[src/design/i2cm_pkg.sv]
// Shared types, command codes and phase tables for the I2C master byte engine.
// Used by i2cm_front, i2cm_back and the i2c_master_byte_engine top level.
// No dependencies.
package i2cm_pkg;

    localparam logic [1:0] CMD_START = 2'd0;
    localparam logic [1:0] CMD_STOP  = 2'd1;
    localparam logic [1:0] CMD_WRITE = 2'd2;
    localparam logic [1:0] CMD_READ  = 2'd3;

    localparam int QDEPTH = 4;
    localparam int QAW    = $clog2(QDEPTH);

    localparam logic [15:0] PHASE_TICKS_RST = 16'd5;

    typedef struct packed {
        logic       cmd_valid;
        logic [1:0] command;
        logic [7:0] tx_byte;
        logic       send_ack;
        logic       sda_level;
    } tick_word_t;

    function automatic logic [4:0] phase_count(input logic [1:0] cmd);
        logic [4:0] n;
        unique case (cmd)
            CMD_WRITE: n = 5'd27;
            CMD_READ:  n = 5'd19;
            default:   n = 5'd3;
        endcase
        return n;
    endfunction

    // Returns {scl_low, sda_low} after the given phase begins.
    function automatic logic [1:0] phase_drive(
        input logic [1:0] cmd,
        input logic [4:0] s,
        input logic [7:0] shift,
        input logic       ack,
        input logic       scl_in,
        input logic       sda_in
    );
        logic [8:0] prod;
        logic [2:0] q;
        logic [4:0] r;
        logic [1:0] d;
        prod = {4'b0, s} * 9'd11;
        q    = prod[7:5];
        r    = s - ({2'b0, q} * 5'd3);
        d    = {scl_in, sda_in};
        unique case (cmd)
            CMD_START: begin
                if (s == 5'd0) d = 2'b00;
                else if (s == 5'd1) d = {scl_in, 1'b1};
                else d = {1'b1, sda_in};
            end
            CMD_STOP: begin
                if (s == 5'd0) d = {scl_in, 1'b1};
                else if (s == 5'd1) d = {1'b0, sda_in};
                else d = {scl_in, 1'b0};
            end
            CMD_WRITE: begin
                if (s < 5'd24) begin
                    if (r == 5'd0) d = {scl_in, ~shift[3'd7 - q]};
                    else if (r == 5'd1) d = {1'b0, sda_in};
                    else d = {1'b1, sda_in};
                end else if (s == 5'd24) d = {scl_in, 1'b0};
                else if (s == 5'd25) d = {1'b0, sda_in};
                else d = {1'b1, sda_in};
            end
            default: begin
                if (s == 5'd0) d = {scl_in, 1'b0};
                else if (s < 5'd16) d = {~s[0], sda_in};
                else if (s == 5'd16) d = {1'b1, ack};
                else if (s == 5'd17) d = {1'b0, sda_in};
                else d = {1'b1, sda_in};
            end
        endcase
        return d;
    endfunction

endpackage

[src/design/i2cm_front.sv]
// Front end of the I2C master byte engine: takes input words, unpacks them
// and holds them in a short queue for the back end. Depends on i2cm_pkg.
module i2cm_front
    import i2cm_pkg::*;
(
    input  logic         aclk,
    input  logic         aresetn,
    input  logic         s_tvalid,
    output logic         s_tready,
    input  logic [15:0]  s_tdata,
    input  logic [2:0]   s_tuser,
    output logic         q_valid,
    output tick_word_t   q_word,
    input  logic         q_pop
);

    tick_word_t     mem [QDEPTH];
    logic [QAW-1:0] wr_ptr_reg, wr_ptr_next;
    logic [QAW-1:0] rd_ptr_reg, rd_ptr_next;
    logic [QAW:0]   count_reg, count_next;
    tick_word_t     in_word;
    logic           push, pop;

    always_comb begin
        in_word.cmd_valid = s_tuser[0];
        in_word.command   = s_tuser[2:1];
        in_word.tx_byte   = s_tdata[7:0];
        in_word.send_ack  = s_tdata[8];
        in_word.sda_level = s_tdata[9];
    end

    assign s_tready = (count_reg != (QAW+1)'(QDEPTH));
    assign push     = s_tvalid && s_tready;
    assign q_valid  = (count_reg != '0);
    assign pop      = q_pop && q_valid;
    assign q_word   = mem[rd_ptr_reg];

    always_comb begin
        wr_ptr_next = push ? wr_ptr_reg + 1'b1 : wr_ptr_reg;
        rd_ptr_next = pop ? rd_ptr_reg + 1'b1 : rd_ptr_reg;
        count_next  = count_reg + (QAW+1)'(push) - (QAW+1)'(pop);
    end

    always_ff @(posedge aclk) begin
        if (!aresetn) begin
            wr_ptr_reg <= '0;
            rd_ptr_reg <= '0;
            count_reg  <= '0;
        end else begin
            wr_ptr_reg <= wr_ptr_next;
            rd_ptr_reg <= rd_ptr_next;
            count_reg  <= count_next;
        end
    end

    always_ff @(posedge aclk) begin
        if (push) begin
            mem[wr_ptr_reg] <= in_word;
        end
    end

endmodule

[src/design/i2cm_back.sv]
// Back end of the I2C master byte engine: runs the phase sequencer one word
// at a time and holds the result in the output register. Depends on i2cm_pkg.
module i2cm_back
    import i2cm_pkg::*;
(
    input  logic         aclk,
    input  logic         aresetn,
    input  logic         cfg_wr_en,
    input  logic [15:0]  cfg_wr_data,
    input  logic         q_valid,
    input  tick_word_t   q_word,
    output logic         q_pop,
    output logic         m_tvalid,
    input  logic         m_tready,
    output logic [15:0]  m_tdata
);

    logic [15:0] phase_ticks_reg;
    logic [15:0] timer_reg, timer_next;
    logic [4:0]  step_reg, step_next;
    logic [7:0]  shift_reg, shift_next;
    logic [1:0]  cmd_reg, cmd_next;
    logic        busy_reg, busy_next;
    logic        scl_reg, scl_next;
    logic        sda_reg, sda_next;
    logic        ack_reg, ack_next;
    logic        done_reg, done_next;
    logic [7:0]  rx_reg, rx_next;
    logic        mvalid_reg;

    logic [15:0] len;
    logic [15:0] tinc;
    logic        phase_end;
    logic [1:0]  drv_cmd;
    logic [4:0]  drv_step;
    logic [7:0]  drv_shift;
    logic        drv_ack;

    assign q_pop = q_valid && (!mvalid_reg || m_tready);

    assign len       = (phase_ticks_reg == 16'd0) ? 16'd1 : phase_ticks_reg;
    assign tinc      = timer_reg + 16'd1;
    assign phase_end = (tinc >= len) || (tinc == 16'd0);

    always_comb begin
        timer_next = timer_reg;
        step_next  = step_reg;
        shift_next = shift_reg;
        cmd_next   = cmd_reg;
        busy_next  = busy_reg;
        ack_next   = ack_reg;
        rx_next    = rx_reg;
        done_next  = 1'b0;
        drv_cmd    = cmd_reg;
        drv_step   = step_reg;
        drv_shift  = shift_reg;
        drv_ack    = ack_reg;
        scl_next   = scl_reg;
        sda_next   = sda_reg;
        if (!busy_reg) begin
            if (q_word.cmd_valid) begin
                busy_next  = 1'b1;
                cmd_next   = q_word.command;
                step_next  = 5'd0;
                timer_next = 16'd0;
                ack_next   = q_word.send_ack;
                if (q_word.command == CMD_WRITE) begin
                    shift_next = q_word.tx_byte;
                end else if (q_word.command == CMD_READ) begin
                    shift_next = 8'd0;
                end
                drv_cmd   = q_word.command;
                drv_step  = 5'd0;
                drv_shift = shift_next;
                drv_ack   = q_word.send_ack;
                {scl_next, sda_next} = phase_drive(drv_cmd, drv_step, drv_shift, drv_ack,
                                                   scl_reg, sda_reg);
            end
        end else if (phase_end) begin
            if (cmd_reg == CMD_READ && step_reg < 5'd16 && step_reg[0]) begin
                shift_next = {shift_reg[6:0], q_word.sda_level};
            end
            timer_next = 16'd0;
            step_next  = step_reg + 5'd1;
            if (step_next >= phase_count(cmd_reg)) begin
                busy_next = 1'b0;
                done_next = 1'b1;
                step_next = 5'd0;
                if (cmd_reg == CMD_READ) begin
                    sda_next = 1'b0;
                    rx_next  = shift_next;
                end
            end else begin
                drv_step  = step_next;
                drv_shift = shift_next;
                {scl_next, sda_next} = phase_drive(drv_cmd, drv_step, drv_shift, drv_ack,
                                                   scl_reg, sda_reg);
            end
        end else begin
            timer_next = tinc;
        end
    end

    always_ff @(posedge aclk) begin
        if (!aresetn) begin
            phase_ticks_reg <= PHASE_TICKS_RST;
            timer_reg       <= '0;
            step_reg        <= '0;
            shift_reg       <= '0;
            cmd_reg         <= CMD_START;
            busy_reg        <= 1'b0;
            scl_reg         <= 1'b0;
            sda_reg         <= 1'b0;
            ack_reg         <= 1'b0;
            done_reg        <= 1'b0;
            rx_reg          <= '0;
            mvalid_reg      <= 1'b0;
        end else begin
            if (cfg_wr_en) begin
                phase_ticks_reg <= cfg_wr_data;
            end
            if (q_pop) begin
                timer_reg <= timer_next;
                step_reg  <= step_next;
                shift_reg <= shift_next;
                cmd_reg   <= cmd_next;
                busy_reg  <= busy_next;
                scl_reg   <= scl_next;
                sda_reg   <= sda_next;
                ack_reg   <= ack_next;
                done_reg  <= done_next;
                rx_reg    <= rx_next;
            end
            if (q_pop) begin
                mvalid_reg <= 1'b1;
            end else if (m_tready) begin
                mvalid_reg <= 1'b0;
            end
        end
    end

    assign m_tvalid = mvalid_reg;
    assign m_tdata  = {4'b0, rx_reg, done_reg, busy_reg, sda_reg, scl_reg};

endmodule

[src/design/i2c_master_byte_engine.sv]
// Top level of the I2C master byte engine: front queue plus phase sequencer.
// Depends on i2cm_pkg, i2cm_front and i2cm_back.
//
//  channel  direction  contents
//  s_       in         one tick word: command, byte, ack choice, SDA sample
//  m_       out        one result word per tick word: line drives, status, read byte
//  cfg_     in         phase length in ticks
//
// One word is accepted and one result delivered per clock cycle, sustained, while m_tready stays high.
// An accepted word passes through the queue into the result register; the
// four-word queue between front and sequencer absorbs output stalls.
// Reset clears the queue and the sequencer and sets the phase length to five.
module i2c_master_byte_engine
    import i2cm_pkg::*;
(
    input  logic         aclk,
    input  logic         aresetn,
    input  logic         cfg_wr_en,
    input  logic [15:0]  cfg_wr_data,
    input  logic         s_tvalid,
    output logic         s_tready,
    input  logic [15:0]  s_tdata,  // tx_byte[7:0], send_ack[8], sda_level[9], zero
    input  logic [2:0]   s_tuser,  // cmd_valid[0], command[2:1]
    output logic         m_tvalid,
    input  logic         m_tready,
    output logic [15:0]  m_tdata   // scl_drive_low, sda_drive_low, busy_res, done_res,
                                   // read_byte[11:4], zero
);

    tick_word_t q_word;
    logic       q_valid;
    logic       q_pop;

    i2cm_front u_front (
        .aclk     (aclk),
        .aresetn  (aresetn),
        .s_tvalid (s_tvalid),
        .s_tready (s_tready),
        .s_tdata  (s_tdata),
        .s_tuser  (s_tuser),
        .q_valid  (q_valid),
        .q_word   (q_word),
        .q_pop    (q_pop)
    );

    i2cm_back u_back (
        .aclk        (aclk),
        .aresetn     (aresetn),
        .cfg_wr_en   (cfg_wr_en),
        .cfg_wr_data (cfg_wr_data),
        .q_valid     (q_valid),
        .q_word      (q_word),
        .q_pop       (q_pop),
        .m_tvalid    (m_tvalid),
        .m_tready    (m_tready),
        .m_tdata     (m_tdata)
    );

endmodule
[config.mk]
export PLATFORM = sky130hd
export DESIGN_NAME = i2c_master_byte_engine
export DESIGN_NICKNAME = d
export VERILOG_FILES = /design/src/design/i2cm_pkg.sv /design/src/design/i2cm_front.sv /design/src/design/i2cm_back.sv /design/src/design/i2c_master_byte_engine.sv
export SDC_FILE = /design/constraint.sdc
export NUM_CORES = 1
export LEC_CHECK = 0
export ABC_AREA = 1
export BUFFER_PORTS_ARGS = -buffer_cell sky130_fd_sc_hd__buf_2
export CAP_MARGIN = 20
export CORE_ASPECT_RATIO = 1.2
export CORE_MARGIN = 3
export CORE_UTILIZATION = 55
export CTS_CLUSTER_DIAMETER = 50
export DETAILED_ROUTE_END_ITERATION = 6
export PLACE_DENSITY = 0.74
export SYNTH_ARGS = -nofsm -noshare
export SYNTH_HDL_FRONTEND = slang
export SYNTH_SLANG_ARGS = --single-unit
[constraint.sdc]
create_clock -name aclk -period 5.1 [get_ports aclk]
set_input_delay 0 -clock aclk [delete_from_list [all_inputs] [get_ports aclk]]
set_output_delay 0 -clock aclk [all_outputs]
set_load 0.03 [all_outputs]
---- After elaboration in Yosys (flattened, before gate mapping) ----
Memory sizes are Yosys's and may differ from the RTL's. A register that Yosys moved wholly into a read port is not among the register bits.
Index checks and enable logic that the tools add are counted.
word-level totals
  register bits ........................... 68
  latch bits .............................. 0
  bits in writable memories ............... 52
  memory bits (read-only) ................. 0
  input port bits ......................... 40
  output and inout port bits .............. 18
  memories kept ........................... 1
operators by class
  add/subtract/negate cells ............... 8
  $mul .................................... 2
  div/mod/pow operators ................... 0
  order comparisons ....................... 6
  equality and inequality tests ........... 30
  shifts and indexed selects .............. 0
  mux-type cells .......................... 60
  bitwise logic cells ..................... 4
  reductions and logical operators ........ 26
memory list
  name         depth  bits a word  rd ports  clocked after memory_dff  write ports  line              RTL
  u_front.mem  4      13           1         1                         1            i2cm_front.sv:17  tick_word_t mem [QDEPTH];
operators with widths
  kind                                                                    count
  8-bit 2-to-1 mux                                                        10
  16-bit 2-to-1 mux                                                       4
  16-bit zero test                                                        2
  2-bit 2-to-1 mux                                                        15
  5-bit 2-to-1 mux                                                        6
  1-bit 2-to-1 mux                                                        21
  5-bit equality test (second input constant)                             4
  5-bit inequality test (second input constant)                           4
  16-bit by 1-bit adder with 16-bit output (second input constant)        1
  16-bit greater-or-equal comparator                                      1
  4-bit inequality test (second input constant)                           4
  5-bit < comparator (second input constant)                              3
  7-bit inequality test (second input constant)                           2
  13-bit AND reduction                                                    1
  3-bit inequality test (second input constant)                           4
  2-bit one-hot mux with 3 select lines                                   2
  5-bit by 1-bit equality test with 1-bit output (second input constant)  2
  5-bit zero test                                                         2
  5-bit one-hot mux with 2 select lines                                   1
  10-bit AND reduction                                                    1
  2-bit equality test (second input constant)                             4
  5-bit by 4-bit multiplier with 8-bit output (second input constant)     1
  3-bit AND reduction                                                     2
  2-bit nonzero test                                                      3
  22 further kinds                                                        36

---- Longest topological paths before layout ----
  depth in word-level cells ............... 15
  mapped depth ............................ 36
  mapped depth without buffers ............ 36

---- Cells and area by module ----
From an unflattened synthesis, not the netlist that was laid out.
second synthesis, totals
  cells, all modules ...................... 922
  area, all modules ....................... 7136.8 µm²
by module, submodules not included
  module      instances  cells each  area each (µm²)  seq. area each (µm²)
  i2cm_back   1          731         4659.5           1221.2
  i2cm_front  1          191         2477.4           1741.7

---- Worst setup path before layout ----
No wires, ideal clock.
  path type ............................... reg2reg
  from .................................... register u_back.step_reg[0]
  to ...................................... register u_back.sda_reg
  library setup time ...................... 112 ps
  data arrival time ....................... 4459 ps
  required time ........................... 4988 ps
  slack ................................... 529 ps
  stages on the path, launching flop included .. 33
  buffers on the path ..................... 1
  clock period less this slack ............ 4571 ps
  path through ............................ dfxtp_1 clkbuf_1 inv_1 ha_1 ha_1 inv_1 fa_1 inv_1 ha_1 nand2_1 inv_1 nand2_1 nand2_1 nand2_1 nand2_1 inv_1 nand2_1 nand2_1 fa_1 inv_1 ha_1 nand3_1 nand3_1 nand2_1 nand3_1 nor2_1 nand3_1 nand2_1 nor2_1 nor2_1 nand3_1 nor2_1 nor2_1
between the ends
  longest elaborated chain between the ends .. 15
RTL lines
  item                                                                                  line              RTL
  start: declaration                                                                    i2cm_back.sv:20   logic [4:0] step_reg, step_next;
  start signal: assignment                                                              i2cm_back.sv:124  step_reg <= step_next;
  branches (longest 15 deep; another with 5-bit by 4-bit multiplier with 8-bit output)  n/a
  end signal: assignment                                                                i2cm_back.sv:129  sda_reg <= sda_next;
  end: declaration                                                                      i2cm_back.sv:25   logic sda_reg, sda_next;
Parallel ways; which one is timed is not known. The select of a mux whose other input is x is not followed.
A chain may end at the register's enable or synchronous reset.

---- Final worst setup path ----
Same ends and word-level chain as after synthesis.

==> reports/metrics.cfg <==
[timing]
layout_min_cycle_time_ns=4.64
tns_ns=0
slew_headroom_pct=52.3
hold_violations=0
timing.final.crit_share_pct=91.0
tightest_slew_ns=0.716
skew_ns=0.00619
slew_viol_final=0
finalSetupViolCount=0
max_freq_mhz=216

[global_route]
use_met3_pct=6.73
grt_antenna_before_repair=0
first_global_vias=5981
grt_overflow=0
grt_pass1_wl_um=27700
grt_usage_pct=25.0
busiest_layer=met2
use_met2_pct=42.7
met1_usage_pct=29.8
grt_max_degree=42

[pwr]
internal_power_uw=2510
clock_power_share_pct=31.1
pwr-share-seq_pct=30.8
power_uw=4080
p_comb_share_pct=38.1
p_sw_uw=1560
sw_frac_of_total_pct=38.4
leakage_uw=0.00400
powerDensity_mw_per_mm2=482
ir_drop_uv=468

[cells_and_area]
seq_area_mm2=0.00297
multiInputGateArea_mm2=0.00349
drive_gt1_share_pct=11.5
syn2layout_area_growth_pct=18.9
nets=1106
nFillCells=1003
final_util_pct=68.3
largest_reg_flops=52

[setup_path]
worstPathArrival_ns=5.00
end_kind=flop
rr_startpoint=u_back.step_reg[0]$_SDFFE_PN0P_
worstSetupPathType=flop to flop
cp_max_fo=5
reg2reg_depth=27
reg2reg_setup_slack_ns=0.46
worst_ep_required_time_ns=5.46
cp-start-kind=flop
r2r-end=u_back.sda_reg$_SDFFE_PN0P_

[die]
core_area_mm2=0.0124
dieWidth_um=110
initial_core_util_pct=57.4
dieArea_mm2=0.0143
dieHeight_um=131
rows=44
io_pins=58

[clocking]
cts-buffers-inserted=17
clkSinkCount=122
clk_path_buf_depth=2
post_cts_buffers=0
h-tree-depth=4
clkTransAtPathRegs_ns=0.06
clockRootBuffer=clkbuf_16
cts_tree=built
insertion_delay_ns=0.42

[logic_synthesis]
syn_inst=932
ys_types=45
ys.flop_type=dfxtp_1
avgSynthCellArea_um2=7.63
ys.warnings.count=0
ys_seq_elements=122
ys_async_sr_fraction_pct=0
synth-edff-count=52
seq_area_frac_synth_pct=41.7
synth_area_mm2=0.00711

[place]
port_buffers=47
routabilityCongestion=0.896
place_hpwl_um=11400

[route]
drtIter0Drc=408
drc=0
wl_um=16900
wire_per_inst_um=14.2
antenna_left=0
via_count=6326
dr.pass1.iters=5
via_per_inst=5.32

[hold_path]
hold_path.startpoint=s_tvalid
hold_depth=3
holdPathEnd=u_front.wr_ptr_reg[1]$_SDFFE_PN0P_
hold_path.class=input pin to flop

[flow_run]
maxCapViolations=0

[run_status]
status=completed

## metal layers
layer  share of wire [%]  routed length [um]
met1                  42                7140
met2                  50                8400
met3                 5.1                 868
met4                 2.8                 473
met5                   0                   0
## critical path, stage by stage (launching register included)
cell      delay [ns]
dfxtp_2         0.37
inv_2           0.07
ha_1            0.31
ha_1            0.28
inv_1           0.05
fa_1            0.50
inv_1           0.04
ha_1            0.33
or2_2           0.29
nand3_1         0.15
nand2_1         0.13
inv_1           0.13
ha_1            0.28
fa_1            0.43
nand3b_1        0.21
nand2_1         0.08
nand2_1         0.06
nand2_1         0.06
nand2_1         0.04
nand2_1         0.12
nand3_2         0.12
nand2_1         0.08
nor2_1          0.04
nor2_1          0.08
nand3_1         0.09
nand2_1         0.07
nand2_1         0.04
nor2_1          0.11
## final cells by class
| cell class | count | share of cell area (%) |
|---|---|---|
| antenna | 1 | 0.0296 |
| sequential | 122 | 35.1 |
| timing repair buffer | 94 | 7.93 |
| tap | 161 | 2.38 |
| inverter | 135 | 5.99 |
| clock inverter | 15 | 2.34 |
| clock buffer | 17 | 5.03 |
| multi-input combinational | 645 | 41.2 |
## cells by family (layout without fill, tap and decap cells)
group / Yosys count / count (layout) / synth area share [%]
fa+ha+maj: 51 / 51 / 9.40
flops: 122 / 122 / 41.7
xor+xnor: 4 / 4 / 0.493
simple gates: 439 / 439 / 27.2
buf+inv: 168 / 261 / 9.73
compound gates: 147 / 147 / 11.4
other cells: 1 / 5 / 0.0527
## cells in the mapped netlist, types with 2 or more instances
master	count	area [um2]
edfxtp_1	52	1560
nor4_1	4	25.0
or2_2	2	12.5
nand2_1	254	953
nand2_4	2	22.5
fa_1	4	80.1
nand2_2	3	18.8
buf_2	4	20.0
a32o_1	7	70.1
clkinv_1	4	15.0
clkbuf_1	14	52.6
ha_1	47	588
o22ai_1	12	75.1
o21ai_1	2	10.0
buf_6	2	22.5
buf_4	11	82.6
o21ai_0	46	230
a21oi_1	73	365
o21bai_1	2	15.0
nand3_1	59	295
buf_1	2	7.51
xor2_1	3	26.3
nor2_4	2	22.5
nand3_4	3	52.6
nor2_1	74	278
nand4_1	25	156
nor2_2	2	12.5
dfxtp_1	70	1400
inv_1	130	488
nor3_1	2	10.0
## per-stage QoR
step | hold slack, ns | instances | area [um2] | setup WS [ns]
2_1_floorplan | 0.0989 | 935 | 7120 | 0.529
3_3_place_gp | 0.213 | 1124 | 7480 | 0.431
3_5_place_dp | 0.216 | 1124 | 7480 | 0.316
4_1_cts | 0.0367 | 1189 | 8430 | 0.297
5_1_grt | 0.107 | 1189 | 8450 | -0.0118
6_report | 0.0555 | 1190 | 8460 | 0.461
## how the worst max path moves through the flow
stage	start	endpoint	slack, ns	depth (start not counted)
finish	u_back.step_reg[0]$_SDFFE_PN0P_	u_back.sda_reg$_SDFFE_PN0P_	0.46	27
global route	u_back.step_reg[0]$_SDFFE_PN0P_	u_back.sda_reg$_SDFFE_PN0P_	-0.01	33
CTS	u_back.step_reg[1]$_SDFFE_PN0P_	u_back.sda_reg$_SDFFE_PN0P_	0.30	35
detailed placement	u_back.step_reg[1]$_SDFFE_PN0P_	u_back.sda_reg$_SDFFE_PN0P_	0.32	35
global placement	u_back.step_reg[1]$_SDFFE_PN0P_	u_back.sda_reg$_SDFFE_PN0P_	0.43	30
floorplan	u_back.step_reg[0]$_SDFFE_PN0P_	u_back.sda_reg$_SDFFE_PN0P_	0.53	32
## cell usage in the layout (no fill, tap or decap), types with 3 or more instances in the layout
cell / n
nand2_1: 254
inv_1: 128
nor2_1: 74
a21oi_1: 73
dfxtp_1: 68
nand3_1: 58
edfxtp_1: 52
buf_2: 47
o21ai_0: 46
ha_1: 45
dlygate4sd3_1: 33
nand4_1: 25
clkbuf_16: 17
buf_4: 14
o22ai_1: 12
a32o_1: 7
clkinv_1: 6
nor4_1: 4
fa_1: 4
conb_1: 4
bufinv_16: 4
clkinv_4: 4
nand2_2: 3
inv_2: 3
xor2_1: 3
nand3_4: 3
## power groups by stage
stage	clock, uW	combinational [uW]	sequential (uW)
2_1_floorplan	0	1200	1230
3_3_place_gp	0	1470	1260
3_5_place_dp	0	1500	1270
4_1_cts	1280	1530	1250
5_1_grt	1330	1780	1270
6_report	1270	1550	1250
## what timing repair did
item	in CTS	in global routing
hold buffers	33	0
endpoints found under the hold margin	69	0
resized for setup	0	7
setup endpoints to repair	0	2
(Power assumes the default switching activity.)
